$ cat src/rtl/mssd_pkg.sv
// ----------------------------------------------------------------------------
// mssd_pkg
// Types, event codes and the segment decoder shared by the display driver.
// ----------------------------------------------------------------------------
`default_nettype none

package mssd_pkg;

   // Event codes carried in the mode field.
   localparam logic [1:0] MODE_TICK    = 2'd0;
   localparam logic [1:0] MODE_CLEAR   = 2'd1;
   localparam logic [1:0] MODE_REFRESH = 2'd2;

   localparam logic [5:0]  SEC_LAST     = 6'd59;
   localparam logic [6:0]  MIN_LAST     = 7'd99;
   localparam logic [11:0] VOLT_FULL_MV = 12'd3300;
   localparam int unsigned DIGITS       = 4;
   localparam int unsigned FRAME_BITS   = 16;
   localparam int unsigned REFRESH_BITS = DIGITS * FRAME_BITS;

   // Decimal point positions.
   localparam logic [1:0] DP_VOLT = 2'd0;
   localparam logic [1:0] DP_TIME = 2'd1;

   typedef struct packed {
      logic [1:0]  mode;
      logic [15:0] adc_sample;
      logic        show_voltage;
   } req_word_type;

   typedef struct packed {
      logic       serial_data;
      logic [1:0] frame_digit;
      logic       latch_after;
      logic       last;
   } rsp_word_type;

   // Four BCD digits, index 0 is the leftmost.
   typedef logic [DIGITS-1:0][3:0] digit_vec_type;

   typedef struct packed {
      digit_vec_type digits;
      logic [1:0]    dp_pos;
   } disp_type;

   // Common-anode segment byte, active low, point off.
   function automatic logic [7:0] seg_pattern(input logic [3:0] digit);
      logic [7:0] seg;
      unique case (digit)
         4'd0:    seg = 8'hC0;
         4'd1:    seg = 8'hF9;
         4'd2:    seg = 8'hA4;
         4'd3:    seg = 8'hB0;
         4'd4:    seg = 8'h99;
         4'd5:    seg = 8'h92;
         4'd6:    seg = 8'h82;
         4'd7:    seg = 8'hF8;
         4'd8:    seg = 8'h80;
         4'd9:    seg = 8'h90;
         default: seg = 8'hFF;
      endcase
      return seg;
   endfunction

endpackage

`default_nettype wire

$ cat src/rtl/mssd_conv.sv
// ----------------------------------------------------------------------------
// mssd_conv
// Pipeline that turns a refresh word into four display digits: scales the
// converter sample to millivolts and splits it into decimal digits, or passes
// the time digits through.
// ----------------------------------------------------------------------------
`default_nettype none

module mssd_conv (
   input  wire                      clock,
   input  wire                      reset,
   input  wire                      in_valid,
   input  wire  [15:0]              in_sample,
   input  wire                      in_volt,
   input  mssd_pkg::digit_vec_type  in_time,
   output logic                     in_full,
   input  wire                      out_ready,
   output logic                     out_valid,
   output mssd_pkg::disp_type       out_disp
);

   logic                    en;
   logic                    en1;

   logic                    s1_valid_ff;
   logic [15:0]             s1_sample_ff;
   logic                    s1_volt_ff;
   mssd_pkg::digit_vec_type s1_time_ff;

   logic                    s2_valid_ff;
   logic [27:0]             s2_prod_ff;
   logic                    s2_volt_ff;
   mssd_pkg::digit_vec_type s2_time_ff;

   logic                    s3_valid_ff;
   logic [11:0]             s3_mv_ff;
   logic                    s3_volt_ff;
   mssd_pkg::digit_vec_type s3_time_ff;

   logic                    s4_valid_ff;
   logic [1:0]              s4_thou_ff;
   logic [9:0]              s4_rem_ff;
   logic                    s4_volt_ff;
   mssd_pkg::digit_vec_type s4_time_ff;

   logic                    s5_valid_ff;
   logic [1:0]              s5_thou_ff;
   logic [3:0]              s5_hund_ff;
   logic [6:0]              s5_rem_ff;
   logic                    s5_volt_ff;
   mssd_pkg::digit_vec_type s5_time_ff;

   logic [27:0]             prod_in;
   logic [11:0]             q0;
   logic [16:0]             rsum;
   logic [11:0]             mv_in;
   logic [1:0]              thou_in;
   logic [9:0]              rem1_in;
   logic [15:0]             hund_prod;
   logic [3:0]              hund_in;
   logic [6:0]              rem2_in;
   logic [14:0]             tens_prod;
   logic [3:0]              tens;
   logic [6:0]              units_wide;

   // The whole pipe moves together; the first stage also fills into a hole.
   assign en      = !s5_valid_ff || out_ready;
   assign en1     = en || !s1_valid_ff;
   assign in_full = !en1;

   always_comb begin
      prod_in = {12'd0, s1_sample_ff} * {16'd0, mssd_pkg::VOLT_FULL_MV};

      // Division by 65535: the remainder estimate stays below twice the divisor.
      q0    = s2_prod_ff[27:16];
      rsum  = {1'b0, s2_prod_ff[15:0]} + {5'd0, q0};
      mv_in = q0 + {11'd0, (rsum >= 17'd65535)};

      if (s3_mv_ff >= 12'd3000) begin
         thou_in = 2'd3;
         rem1_in = 10'(s3_mv_ff - 12'd3000);
      end else if (s3_mv_ff >= 12'd2000) begin
         thou_in = 2'd2;
         rem1_in = 10'(s3_mv_ff - 12'd2000);
      end else if (s3_mv_ff >= 12'd1000) begin
         thou_in = 2'd1;
         rem1_in = 10'(s3_mv_ff - 12'd1000);
      end else begin
         thou_in = 2'd0;
         rem1_in = s3_mv_ff[9:0];
      end

      // x*41>>12 equals x/100 for x below 1000.
      hund_prod = {6'd0, s4_rem_ff} * 16'd41;
      hund_in   = hund_prod[15:12];
      rem2_in   = 7'(s4_rem_ff - 10'(hund_in) * 10'd100);

      // x*205>>11 equals x/10 for x below 1024.
      tens_prod  = {8'd0, s5_rem_ff} * 15'd205;
      tens       = tens_prod[14:11];
      units_wide = s5_rem_ff - 7'(tens) * 7'd10;

      if (s5_volt_ff) begin
         out_disp.digits[0] = {2'd0, s5_thou_ff};
         out_disp.digits[1] = s5_hund_ff;
         out_disp.digits[2] = tens;
         out_disp.digits[3] = units_wide[3:0];
         out_disp.dp_pos    = mssd_pkg::DP_VOLT;
      end else begin
         out_disp.digits    = s5_time_ff;
         out_disp.dp_pos    = mssd_pkg::DP_TIME;
      end
   end

   assign out_valid = s5_valid_ff;

   always_ff @(posedge clock) begin
      if (reset) begin
         s1_valid_ff <= 1'b0;
         s2_valid_ff <= 1'b0;
         s3_valid_ff <= 1'b0;
         s4_valid_ff <= 1'b0;
         s5_valid_ff <= 1'b0;
      end else begin
         if (en1) begin
            s1_valid_ff <= in_valid;
         end
         if (en) begin
            s2_valid_ff <= s1_valid_ff;
            s3_valid_ff <= s2_valid_ff;
            s4_valid_ff <= s3_valid_ff;
            s5_valid_ff <= s4_valid_ff;
         end
      end
   end

   always_ff @(posedge clock) begin
      if (en1) begin
         s1_sample_ff <= in_sample;
         s1_volt_ff   <= in_volt;
         s1_time_ff   <= in_time;
      end
      if (en) begin
         s2_prod_ff <= prod_in;
         s2_volt_ff <= s1_volt_ff;
         s2_time_ff <= s1_time_ff;

         s3_mv_ff   <= mv_in;
         s3_volt_ff <= s2_volt_ff;
         s3_time_ff <= s2_time_ff;

         s4_thou_ff <= thou_in;
         s4_rem_ff  <= rem1_in;
         s4_volt_ff <= s3_volt_ff;
         s4_time_ff <= s3_time_ff;

         s5_thou_ff <= s4_thou_ff;
         s5_hund_ff <= hund_in;
         s5_rem_ff  <= rem2_in;
         s5_volt_ff <= s4_volt_ff;
         s5_time_ff <= s4_time_ff;
      end
   end

endmodule

`default_nettype wire

$ cat src/rtl/mssd_ser.sv
// ----------------------------------------------------------------------------
// mssd_ser
// Builds the four 16-bit frames of a refresh and shifts them out one bit per
// word, MSB first.
// ----------------------------------------------------------------------------
`default_nettype none

module mssd_ser (
   input  wire                      clock,
   input  wire                      reset,
   input  wire                      load_valid,
   input  mssd_pkg::disp_type       load_disp,
   output logic                     load_ready,
   output logic                     rsp_valid,
   input  wire                      rsp_stall,
   output mssd_pkg::rsp_word_type   rsp_word
);

   localparam int unsigned TOTAL = mssd_pkg::REFRESH_BITS;
   localparam int unsigned FB    = mssd_pkg::FRAME_BITS;

   logic                     busy_ff;
   logic [$clog2(TOTAL)-1:0] cnt_ff;
   logic [TOTAL-1:0]         frame_ff;
   logic [TOTAL-1:0]         frame_in;
   logic                     take;
   logic                     at_end;
   logic                     load;

   assign at_end     = (cnt_ff == ($clog2(TOTAL))'(TOTAL - 1));
   assign take       = busy_ff && !rsp_stall;
   assign load_ready = !busy_ff || (take && at_end);
   assign load       = load_valid && load_ready;

   always_comb begin
      logic [7:0] seg;
      frame_in = '0;
      for (int d = 0; d < mssd_pkg::DIGITS; d++) begin
         seg = mssd_pkg::seg_pattern(load_disp.digits[d]);
         if (load_disp.dp_pos == 2'(d)) begin
            seg[7] = 1'b0;
         end
         frame_in[TOTAL-1-FB*d -: FB] = {seg, 8'(1 << d)};
      end
   end

   assign rsp_valid            = busy_ff;
   assign rsp_word.serial_data = frame_ff[TOTAL-1];
   assign rsp_word.frame_digit = cnt_ff[$clog2(TOTAL)-1 -: 2];
   assign rsp_word.latch_after = &cnt_ff[$clog2(FB)-1:0];
   assign rsp_word.last        = at_end;

   always_ff @(posedge clock) begin
      if (reset) begin
         busy_ff <= 1'b0;
         cnt_ff  <= '0;
      end else if (load) begin
         busy_ff <= 1'b1;
         cnt_ff  <= '0;
      end else if (take) begin
         busy_ff <= !at_end;
         cnt_ff  <= cnt_ff + 1'b1;
      end
   end

   always_ff @(posedge clock) begin
      if (load) begin
         frame_ff <= frame_in;
      end else if (take) begin
         frame_ff <= {frame_ff[TOTAL-2:0], 1'b0};
      end
   end

endmodule

`default_nettype wire

$ cat src/rtl/minute_second_seven_segment_driver.sv
// A refresh word gives 64 output words, one per cycle while rsp_stall is low;
// its first bit appears once the word has gone through the conversion pipeline
// and into the shifter; a following refresh streams on with no gap.
// Tick and clear words update the counts as they are taken.
// Reset zeroes the seconds and minutes and empties the pipeline and shifter.
// ----------------------------------------------------------------------------
// minute_second_seven_segment_driver
// Minutes and seconds counter with a four-digit seven-segment display driver
// that streams segment and digit-enable frames to a shift-register chain.
// ----------------------------------------------------------------------------
`default_nettype none

module minute_second_seven_segment_driver (
   input  wire                     clock,
   input  wire                     reset,
   input  wire                     req_valid,
   output logic                    req_stall,
   input  mssd_pkg::req_word_type  req_word,
   output logic                    rsp_valid,
   input  wire                     rsp_stall,
   output mssd_pkg::rsp_word_type  rsp_word
);

   logic [5:0]              sec_ff;
   logic [5:0]              sec_in;
   logic [6:0]              min_ff;
   logic [6:0]              min_in;
   logic                    req_take;
   logic                    refresh;
   logic [14:0]             min_prod;
   logic [14:0]             sec_prod;
   logic [3:0]              min_tens;
   logic [3:0]              sec_tens;
   logic [6:0]              min_units;
   logic [5:0]              sec_units;
   mssd_pkg::digit_vec_type time_digits;
   logic                    conv_full;
   logic                    conv_valid;
   mssd_pkg::disp_type      conv_disp;
   logic                    ser_ready;

   assign req_stall = conv_full;
   assign req_take  = req_valid && !req_stall;
   assign refresh   = req_take && (req_word.mode == mssd_pkg::MODE_REFRESH);

   always_comb begin
      sec_in = sec_ff;
      min_in = min_ff;
      if (req_take) begin
         case (req_word.mode)
            mssd_pkg::MODE_TICK: begin
               if (sec_ff >= mssd_pkg::SEC_LAST) begin
                  sec_in = '0;
                  min_in = (min_ff >= mssd_pkg::MIN_LAST) ? '0 : min_ff + 1'b1;
               end else begin
                  sec_in = sec_ff + 1'b1;
               end
            end
            mssd_pkg::MODE_CLEAR: begin
               sec_in = '0;
               min_in = '0;
            end
            default: begin
               sec_in = sec_ff;
               min_in = min_ff;
            end
         endcase
      end
   end

   always_ff @(posedge clock) begin
      if (reset) begin
         sec_ff <= '0;
         min_ff <= '0;
      end else begin
         sec_ff <= sec_in;
         min_ff <= min_in;
      end
   end

   // Split the counts into tens and units: x*205>>11 is x/10 below 1024.
   always_comb begin
      min_prod  = {8'd0, min_ff} * 15'd205;
      sec_prod  = {9'd0, sec_ff} * 15'd205;
      min_tens  = min_prod[14:11];
      sec_tens  = sec_prod[14:11];
      min_units = min_ff - 7'(min_tens) * 7'd10;
      sec_units = sec_ff - 6'(sec_tens) * 6'd10;
      time_digits[0] = min_tens;
      time_digits[1] = min_units[3:0];
      time_digits[2] = sec_tens;
      time_digits[3] = sec_units[3:0];
   end

   mssd_conv u_conv (
      .clock     (clock),
      .reset     (reset),
      .in_valid  (refresh),
      .in_sample (req_word.adc_sample),
      .in_volt   (req_word.show_voltage),
      .in_time   (time_digits),
      .in_full   (conv_full),
      .out_ready (ser_ready),
      .out_valid (conv_valid),
      .out_disp  (conv_disp)
   );

   mssd_ser u_ser (
      .clock      (clock),
      .reset      (reset),
      .load_valid (conv_valid),
      .load_disp  (conv_disp),
      .load_ready (ser_ready),
      .rsp_valid  (rsp_valid),
      .rsp_stall  (rsp_stall),
      .rsp_word   (rsp_word)
   );

   // The counts never leave their display range.
   a_count_range: assert property (@(posedge clock) disable iff (reset)
      (sec_ff <= mssd_pkg::SEC_LAST) && (min_ff <= mssd_pkg::MIN_LAST))
      else $error("time count out of range");

   // A refresh streams without gaps until its last bit.
   a_no_gap: assert property (@(posedge clock) disable iff (reset)
      (rsp_valid && !rsp_stall && !rsp_word.last) |=> rsp_valid)
      else $error("gap inside a refresh stream");

   // A new refresh starts on the leftmost digit.
   a_new_frame: assert property (@(posedge clock) disable iff (reset)
      (rsp_valid && !rsp_stall && rsp_word.last) |=>
      (!rsp_valid || (rsp_word.frame_digit == 2'd0 && !rsp_word.latch_after)))
      else $error("refresh does not start on digit zero");

endmodule

`default_nettype wire
$ cat config.mk
export PLATFORM = sky130hd
export DESIGN_NAME = minute_second_seven_segment_driver
export DESIGN_NICKNAME = d
export VERILOG_FILES = /design/src/rtl/mssd_pkg.sv /design/src/rtl/mssd_conv.sv /design/src/rtl/mssd_ser.sv /design/src/rtl/minute_second_seven_segment_driver.sv
export SDC_FILE = /design/constraint.sdc
export NUM_CORES = 1
export LEC_CHECK = 0
export BUFFER_PORTS_ARGS = -buffer_cell sky130_fd_sc_hd__buf_2
export CAP_MARGIN = 20
export CORE_MARGIN = 4
export CORE_UTILIZATION = 55
export DETAILED_ROUTE_END_ITERATION = 6
export MAX_ROUTING_LAYER = met4
export PLACE_DENSITY = 0.71
export REMOVE_ABC_BUFFERS = 1
export SKIP_CTS_REPAIR_TIMING = 1
export SYNTH_ARGS = -nofsm -noshare
export SYNTH_HDL_FRONTEND = slang
export SYNTH_HIERARCHICAL = 1
export SYNTH_SLANG_ARGS = --single-unit
$ cat constraint.sdc
create_clock -name clock -period 8.4 [get_ports clock]
set_clock_uncertainty 0.05 [all_clocks]
set_input_delay 0.42 -clock clock [delete_from_list [all_inputs] [get_ports clock]]
set_output_delay 0.42 -clock clock [all_outputs]
set_load 0.02 [all_outputs]
==> flow_summary.ini, run 1 <==
[worst_setup_path]
crit_type = reg -> reg
worstPathMaxFanout = 11
crit_path_end_kind = flop
crit_arrival_ns = 7.36
crit_required_ns = 8.63
cp-start-kind = flop

[global_route]
grt_overflow = 0
grt_use_met2 = 0.306
grt_usage = 0.182
top_usage_layer = met2
met1_usage = 0.236
use_met3 = 0.0224
grt_max_degree = 74
grt_pass1_vias = 11130
grt_pass1_wl_um = 51400
grt_antenna_before_repair = 0

[yosys]
synth-seq-cells = 250
yosysUniqueCellTypes = 83
ys_seq_area_frac = 0.402
synthFlopType = edfxtp_1
avgSynthCellArea_um2 = 11.1
async_flop_share = 0
netlist_area_um2 = 17300
synth_edf_count = 196
ys_warn_count = 6
synth_cells = 1555

[run]
drv_cap = 0

[route]
num_vias = 10988
dr.first_iter.drc_count = 538
drt_wl_total_um = 29700
avgViaCountPerCell = 5.45
final_antenna_net_count = 0
drcViolationCount = 0
wl_per_cell_um = 14.7
drtPass1Iterations = 5

[layout]
final_common_cell = ha_1
syn_to_final_growth_pct = 9.09
nNetsFinal = 1963
num_antenna_cells = 0
fin_area_um2 = 18900
final_cell_mix = 266 x ha_1, 224 x inv_1, 196 x edfxtp_1
drive_gt1_frac = 0.0728

[worst_hold_path]
hp-class = in -> reg

[sta]
relSlewSlack = 0.263
fmax_ghz = 0.140
finalSetupViolations = 0
maxSlewViolCount = 0
rsz0062_at_grt = no
finalWorstSetupSlack_ns = 1.27
hold_viol = 0
tightestPinTransition_ns = 1.09
fin_tns_setup_ns = 0
fin_crit_sh = 0.848
post-route-min-period_ns = 7.13

[placement]
postPlaceCellArea_um2 = 17800
dpl_worst_slack_ns = 1.35
io_buffers = 29
dp_hpwl_um = 22400
place_congestion = 0.872

[clocking]
cts.path.max_buffers = 3
cts.sinks = 250
cts_inserted_buffers = 28
cts_tree = done
cts.clk_slew.worst_paths_ns = 0.06
root_buffer = clkbuf_16
clk_latency_ns = 0.53
htree_levels = 1

[floorplanning]
core_um2 = 30800
dieArea_um2 = 34400
die_w_um = 185
die_h_um = 185
ios = 30
std_cell_rows = 64
start_util = 0.561

[status]
status = completed
[synth_stat cells, types with 7 or more instances]
master    instances  area share
ha_1            266        0.19
inv_1           225       0.049
edfxtp_1        196        0.34
nand2_1         115       0.025
a21oi_1          88       0.025
fa_1             75       0.087
dfxtp_1          54       0.062
xnor2_1          52       0.026
nor2_1           48       0.010
o21ai_0          48       0.014
xor2_1           29       0.015
nand3_1          26      0.0075
a21o_1           24       0.010
clkbuf_1         18      0.0039
a32o_1           16      0.0093
nand2b_1         16      0.0058
nor2b_1          16      0.0058
nor3_1           13      0.0038
a211oi_1         11      0.0048
a22o_1           11      0.0056
nand4_1          11      0.0040
mux2_2           10      0.0065
o21a_1           10      0.0043
o21bai_1         10      0.0043
and3_1            7      0.0025
buf_2             7      0.0020
mux2i_1           7      0.0040
or2_2             7      0.0025
[cell type report]
cell class,count,area (µm²)
multi-input combinational,1043,9320
clock inverter,18,170
clock buffer,34,744
inverter,226,851
sequential,250,6970
timing repair buffer,50,340
fill,2488,11900
tap,396,495
[routing by layer]
metal | up-vias | wire length, µm | part of all wire
met2 | 141 | 14500 | 0.49
met4 | 0 | 699 | 0.024
met5 | - | 0 | 0
met3 | 50 | 794 | 0.027
met1 | 5236 | 13600 | 0.46
li1 | 5561 | - | -
[through the flow]
stage / hold slack (ns) / utilization / cells
final: 0.0137 / 0.613 / 2017
after global routing: -0.00424 / 0.613 / 2017
after CTS: -0.0259 / 0.607 / 2001
after detailed placement: 0.355 / 0.578 / 1949
after global placement: 0.351 / 0.578 / 1949
after floorplan: 0.350 / - / 1519
[worst max-delay path, cell delays in order (launching register included)]
cell and delay [ns]:
edfxtp_1 0.46, ha_1 0.33, ha_1 0.29, fa_1 0.52, inv_1 0.06, fa_1 0.50, inv_1 0.05, ha_1 0.32
a311oi_4 0.38, o21ai_0 0.17, a21oi_1 0.21, xnor2_1 0.17, ha_1 0.18, inv_1 0.05, fa_1 0.40, xnor2_1 0.41
nor3_1 0.10, nor3_1 0.21, o2111ai_1 0.16, or3_1 0.37, o311ai_1 0.89, o21ai_0 0.28, a32o_1 0.31
[cells by family (layout without fill, tap and decap cells)]
| family | after synthesis | after routing | synth area share |
|---|---|---|---|
| XOR/XNOR | 82 | 82 | 0.0419 |
| adder cells (fa/ha/maj) | 341 | 341 | 0.279 |
| AND/OR/NAND/NOR | 307 | 307 | 0.0891 |
| buffers and inverters | 262 | 328 | 0.0594 |
| flip-flops | 250 | 250 | 0.402 |
| other | 2 | 2 | 0.000434 |
| AO/OA/AOI/OAI | 294 | 294 | 0.117 |
| multiplexers | 17 | 17 | 0.0106 |
[final timing paths]
check	startpoint	slack, ns	cells past startpoint	endpoint
max	u_conv/s5_rem_ff[4]$_DFFE_PP_	1.27	22	u_ser/frame_ff[11]$_DFFE_PP_
min	req_word[5]	0.01	1	u_conv/s1_sample_ff[4]$_DFFE_PN_
min reg2reg	u_conv/s1_time_ff[13]$_DFFE_PN_	0.37	0	u_conv/s2_time_ff[13]$_DFFE_PP_
max reg2reg	u_conv/s5_rem_ff[4]$_DFFE_PP_	1.27	22	u_ser/frame_ff[11]$_DFFE_PP_
[sequential cells by signal (all words and copies together), names as in the netlist, 2 cells and up]
| register | count |
|---|---|
| min_ff | 7 |
| sec_ff | 6 |
| u_conv/s1_sample_ff | 16 |
| u_conv/s1_time_ff | 16 |
| u_conv/s2_prod_ff | 26 |
| u_conv/s2_time_ff | 16 |
| u_conv/s3_mv_ff | 12 |
| u_conv/s3_time_ff | 16 |
| u_conv/s4_rem_ff | 10 |
| u_conv/s4_thou_ff | 2 |
| u_conv/s4_time_ff | 16 |
| u_conv/s5_hund_ff | 4 |
| u_conv/s5_rem_ff | 7 |
| u_conv/s5_thou_ff | 2 |
| u_conv/s5_time_ff | 16 |
| u_ser/cnt_ff | 6 |
| u_ser/frame_ff | 61 |
Power of run 1 is not shown: default switching activity piles up to over one toggle a cycle in this logic, so the estimate is an artifact.
==> run 2, diff against run 1 <==
PLACE_DENSITY = 0.74   (was 0.71)
clock period = 5.8 ns   (was 8.4 ns; I/O delays follow)
==> run 2 against run 1 <==
The run now ends with setup timing left. Maximum frequency up 16%. Critical path depth rose by 2. Die area unchanged. Critical endpoint is now u_ser/frame_ff[12]$_DFFE_PP_. Highest routed layer unchanged.
==> flow_summary.ini, run 2 (synthesis results as in run 1) <==
[status]
status = complete, but fails checks
violations = setup timing

[layout]
top_register = u_ser/frame_ff
final_common_cell = ha_1
fillCellCount = 2367
largest_reg_flops = 61
stdcell_count = 2046
nNetsFinal = 1993
top_regs = u_ser/frame_ff: 61 flops, u_conv/s2_prod_ff: 26 flops
drive_gt1_frac = 0.104
num_antenna_cells = 0
final_cell_mix = 262 x ha_1, 223 x inv_1, 196 x edfxtp_1
syn_to_final_growth_pct = 11.5

[clocking]
cts.sinks = 250
cts_tree = done
cts_inserted_buffers = 27
htree_levels = 1
cts.path.max_buffers = 3
cts.clk_slew.worst_paths_ns = 0.06
clk_latency_ns = 0.54
root_buffer = clkbuf_16

[global_route]
grt_max_degree = 62
grt_usage = 0.190
grt_antenna_before_repair = 0
grt_pass1_vias = 11584
grt_overflow = 0
grt_pass1_wl_um = 53700

[sta]
fin_tns_setup_ns = -1.94
finalWorstSetupSlack_ns = -0.349
relSlewSlack = 0.290
finalSetupViolations = 7
fmax_ghz = 0.163
tightestPinTransition_ns = 1.06
fin_crit_sh = 1.06
rsz0062_at_grt = yes
post-route-min-period_ns = 6.15
maxSlewViolCount = 0
hold_viol = 0

[route]
drtPass1Iterations = 6
avgViaCountPerCell = 5.48
drt_wl_total_um = 31300
dr.first_iter.drc_count = 730
num_vias = 11222
final_antenna_net_count = 0
wl_per_cell_um = 15.3
drcViolationCount = 0

[placement]
dp_hpwl_um = 22900
place_congestion = 0.875
dp_cells = 1972
io_buffers = 29

[worst_setup_path]
worstPathMaxFanout = 6
crit_arrival_ns = 6.39
r2r_end = u_ser/frame_ff[12]$_DFFE_PP_
r2r_start = u_conv/s5_rem_ff[4]$_DFFE_PP_
crit_type = reg -> reg
crit_path_end_kind = flop
cp-start-kind = flop
r2r_cells = 24
crit_required_ns = 6.04
ff2ff_setup_slack_ns = -0.35

[floorplanning]
dieArea_um2 = 34400
start_util = 0.561
die_h_um = 185
std_cell_rows = 64
die_w_um = 185
ios = 30
core_um2 = 30800

[run]
drv_cap = 0

[worst_hold_path]
min_from = req_word[17]
hp-class = in -> reg
whs_endpoint = u_conv/s1_valid_ff$_SDFFE_PP0N_
hold_depth = 4
-- run 2: cell types whose count changed in the layout (fill, tap and decap cells not counted), moves of 4 or more --
cell	change
buf_4	+26
a21oi_1	-4
a21oi_2	+4
buf_6	+4
ha_1	-4
o21ai_0	-4
-- run 2: cell type report --
| cell class | count | area, µm² | share of cell area |
|---|---|---|---|
| Multi-Input combinational cell | 1043 | 9470 | 0.491 |
| Timing Repair Buffer | 81 | 593 | 0.0307 |
| Clock inverter | 16 | 160 | 0.00830 |
| Clock buffer | 34 | 754 | 0.0391 |
| Tap cell | 396 | 495 | 0.0257 |
| Inverter | 226 | 851 | 0.0441 |
| Sequential cell | 250 | 6970 | 0.361 |
-- run 2: per-stage QoR --
step	hold WS [ns]	utilization	area, µm²	setup slack [ns]
2_1_floorplan	0.309	-	17100	-0.604
3_3_place_gp	0.351	0.583	18000	-0.399
3_5_place_dp	0.355	0.583	18000	-0.526
4_1_cts	-0.153	0.613	18900	-0.579
5_1_grt	0.0978	0.626	19300	-0.576
6_report	0.0741	0.626	19300	-0.349
-- run 2: worst max path at each step --
stage | to | slack [ns] | startpoint | cells past startpoint
2_1_floorplan | u_ser/frame_ff[11]$_DFFE_PP_ | -0.60 | u_conv/s5_rem_ff[4]$_DFFE_PP_ | 22
3_3_place_gp | u_ser/frame_ff[12]$_DFFE_PP_ | -0.40 | u_conv/s5_rem_ff[4]$_DFFE_PP_ | 24
3_5_place_dp | u_ser/frame_ff[12]$_DFFE_PP_ | -0.53 | u_conv/s5_rem_ff[4]$_DFFE_PP_ | 24
4_1_cts | u_ser/frame_ff[12]$_DFFE_PP_ | -0.58 | u_conv/s5_rem_ff[4]$_DFFE_PP_ | 24
5_1_grt | u_ser/frame_ff[14]$_DFFE_PP_ | -0.58 | u_conv/s5_rem_ff[4]$_DFFE_PP_ | 25
6_report | u_ser/frame_ff[12]$_DFFE_PP_ | -0.35 | u_conv/s5_rem_ff[4]$_DFFE_PP_ | 24
-- run 2: per-layer routing --
metal / vias to the layer above / share of wire / global-route usage / routed length [µm]
li1: 5644 / - / - / -
met1: 5341 / 0.44 / 0.237 / 13800
met2: 177 / 0.51 / 0.333 / 16000
met3: 60 / 0.026 / 0.0214 / 819
met4: 0 / 0.022 / 0.0482 / 701
met5: - / 0 / - / 0
-- run 2: critical path: stages, from the launching register on --
cell      delay [ns]
edfxtp_1        0.43
ha_1            0.34
ha_4            0.23
fa_1            0.49
inv_1           0.05
fa_1            0.52
inv_1           0.07
ha_4            0.24
a311oi_4        0.24
o21ai_2         0.11
a21oi_2         0.18
xnor2_2         0.15
ha_2            0.21
inv_2           0.04
fa_2            0.43
buf_6           0.15
xor2_4          0.22
a21oi_2         0.04
a311o_1         0.35
or3_1           0.38
o311ai_2        0.32
buf_4           0.21
nand2_2         0.06
a21o_1          0.15
a32o_1          0.23
Power of run 2 is left out for the same reason.
==> run 3, diff against run 2 <==
ABC_CLOCK_PERIOD_IN_PS = 5800   (was unset)
CORE_UTILIZATION = 50   (was 55)
PLACE_DENSITY = 0.68   (was 0.74)
RECOVER_POWER = 100   (was unset)
==> run 3 against run 2 <==
The flow finishes with violations (capacitance limit, slew limit, setup timing). Utilization shrank 5.3 points. Via count decreased by 0.89%. Final cell count is 2.7% higher. Count of clock-buffer cells in the layout grew 3. Critical path type unchanged. Highest routed layer unchanged.
==> flow_summary.ini, run 3 (synthesis results as in run 1) <==
[status]
status = complete, but fails checks
violations = capacitance limit, slew limit, setup timing

[worst_setup_path]
crit_arrival_ns = 6.46
crit_type = reg -> reg
cp-start-kind = flop
crit_path_max_incr_delay_ns = 0.51
path_buf_inv = 5
cp_slowest_cell = fa_1
ff2ff_setup_slack_ns = -0.40
critPathTopFamily = adder cells
crit_path_end_kind = flop
r2r_end = u_ser/frame_ff[12]$_DFFE_PP_
r2r_start = u_conv/s5_rem_ff[2]$_DFFE_PP_
crit_required_ns = 6.07
crit_path_cell_trace = ha_1 > inv_1 > fa_2 > fa_1 > inv_1 > ha_1 > ha_1 > a21oi_2 > o21ai_2 > a21oi_2 > xnor2_2 > ha_2 > inv_2 > fa_2 > buf_6 > xor2_4 > a21oi_2 > a311o_1 > or3_1 > o311ai_2 > buf_4 > nand2_2 > a21o_1 > a32o_1
r2r_cells = 24
worstPathMaxFanout = 6

[route]
dr.first_iter.drc_count = 481
drtPass1Iterations = 4
drt_wl_total_um = 31000
wl_per_cell_um = 14.8
num_vias = 11122
avgViaCountPerCell = 5.29
drcViolationCount = 0
final_antenna_net_count = 0

[layout]
stdcell_count = 2101
largest_reg_flops = 61
drive_gt1_frac = 0.101
fillCellCount = 2835
final_common_cell = ha_1
fin_area_um2 = 19400
num_antenna_cells = 0
multiInputGateArea_um2 = 9490
syn_to_final_growth_pct = 12.2
nNetsFinal = 1995
top_regs = u_ser/frame_ff: 61 flops, u_conv/s2_prod_ff: 26 flops
top_register = u_ser/frame_ff
final_cell_mix = 258 x ha_1, 220 x inv_1, 196 x edfxtp_1
regArea_um2 = 6970

[placement]
dp_cells = 2025
io_buffers = 29
postPlaceCellArea_um2 = 18100
place_congestion = 0.865
dp_hpwl_um = 22900

[sta]
relSlewSlack = -0.403
fin_tns_setup_ns = -2.14
hold_viol = 0
rsz0062_at_grt = yes
post-route-min-period_ns = 6.20
fmax_ghz = 0.161
fin_crit_sh = 1.07
tightestPinTransition_ns = 2.09
maxSlewViolCount = 115
finalWorstSetupSlack_ns = -0.398
finalSetupViolations = 7

[worst_hold_path]
min_from = req_word[17]
hp-class = in -> reg
whs_endpoint = u_conv/s1_valid_ff$_SDFFE_PP0N_
hold_depth = 4

[floorplanning]
die_h_um = 194
die_w_um = 194
ios = 30
core_um2 = 33900
start_util = 0.511
dieArea_um2 = 37700
std_cell_rows = 67

[clocking]
cts.path.max_buffers = 3
cts.sinks = 250
cts.clk_slew.worst_paths_ns = 0.06
root_buffer = clkbuf_16
cts_inserted_buffers = 28
htree_levels = 1
clk_latency_ns = 0.56
cts_tree = done

[run]
drv_cap = 3

[global_route]
grt_pass1_wl_um = 52300
grt_antenna_before_repair = 0
grt_pass1_vias = 11186
grt_max_degree = 59
grt_usage = 0.165
grt_overflow = 0
==> run 3: changes by cell type in the layout (fill, tap and decap cells not counted), sizes merged <==
cell	delta
bufinv	-1
inv	-3
clkinvlp	-2
buf	-10
clkbuf	+14
clkinv	+5
==> run 3: stage by stage <==
stage                     hold WS, ns   util  setup slack (ns)
after global placement          0.351  0.533            -0.290
after detailed placement        0.355  0.533            -0.483
final                          0.0338  0.573            -0.398
after CTS                      -0.164  0.562            -0.504
after floorplan                 0.309      -            -0.604
after global routing           0.0447  0.573            -0.603
==> run 3: routing by layer <==
| layer | vias to the layer above | share of wire | track usage |
|---|---|---|---|
| li1 | 5646 | - | - |
| met1 | 5288 | 0.45 | 0.211 |
| met2 | 143 | 0.50 | 0.283 |
| met3 | 45 | 0.027 | 0.0198 |
| met4 | 0 | 0.021 | 0.0385 |
| met5 | - | 0 | - |
==> run 3: how the worst max path moves through the flow <==
| stage | start | end | slack, ns | cells after the start |
|---|---|---|---|---|
| final | u_conv/s5_rem_ff[2]$_DFFE_PP_ | u_ser/frame_ff[12]$_DFFE_PP_ | -0.40 | 24 |
| after global routing | u_conv/s5_rem_ff[2]$_DFFE_PP_ | u_ser/frame_ff[12]$_DFFE_PP_ | -0.60 | 24 |
| after CTS | u_conv/s5_rem_ff[4]$_DFFE_PP_ | u_ser/frame_ff[12]$_DFFE_PP_ | -0.50 | 24 |
| after detailed placement | u_conv/s5_rem_ff[4]$_DFFE_PP_ | u_ser/frame_ff[12]$_DFFE_PP_ | -0.48 | 24 |
| after global placement | u_conv/s5_rem_ff[4]$_DFFE_PP_ | u_ser/frame_ff[12]$_DFFE_PP_ | -0.29 | 24 |
| after floorplan | u_conv/s5_rem_ff[4]$_DFFE_PP_ | u_ser/frame_ff[11]$_DFFE_PP_ | -0.60 | 22 |
==> run 3: area by class of cell <==
cell class                      count  share of cell area
Tap cell                          448              0.0289
Clock buffer                       37              0.0422
Inverter                          226              0.0438
Clock inverter                     15             0.00780
Multi-Input combinational cell   1043               0.489
Sequential cell                   250               0.359
Timing Repair Buffer               82              0.0296
==> run 3: worst register-to-register path: stages, from the launching register on <==
cell      delay (ns)
edfxtp_1        0.48
ha_1            0.37
inv_1           0.07
fa_2            0.34
fa_1            0.51
inv_1           0.05
ha_1            0.30
ha_1            0.34
a21oi_2         0.19
o21ai_2         0.10
a21oi_2         0.20
xnor2_2         0.16
ha_2            0.21
inv_2           0.04
fa_2            0.43
buf_6           0.15
xor2_4          0.20
a21oi_2         0.05
a311o_1         0.35
or3_1           0.38
o311ai_2        0.32
buf_4           0.20
nand2_2         0.04
a21o_1          0.16
a32o_1          0.25
Power of run 3 is left out for the same reason.
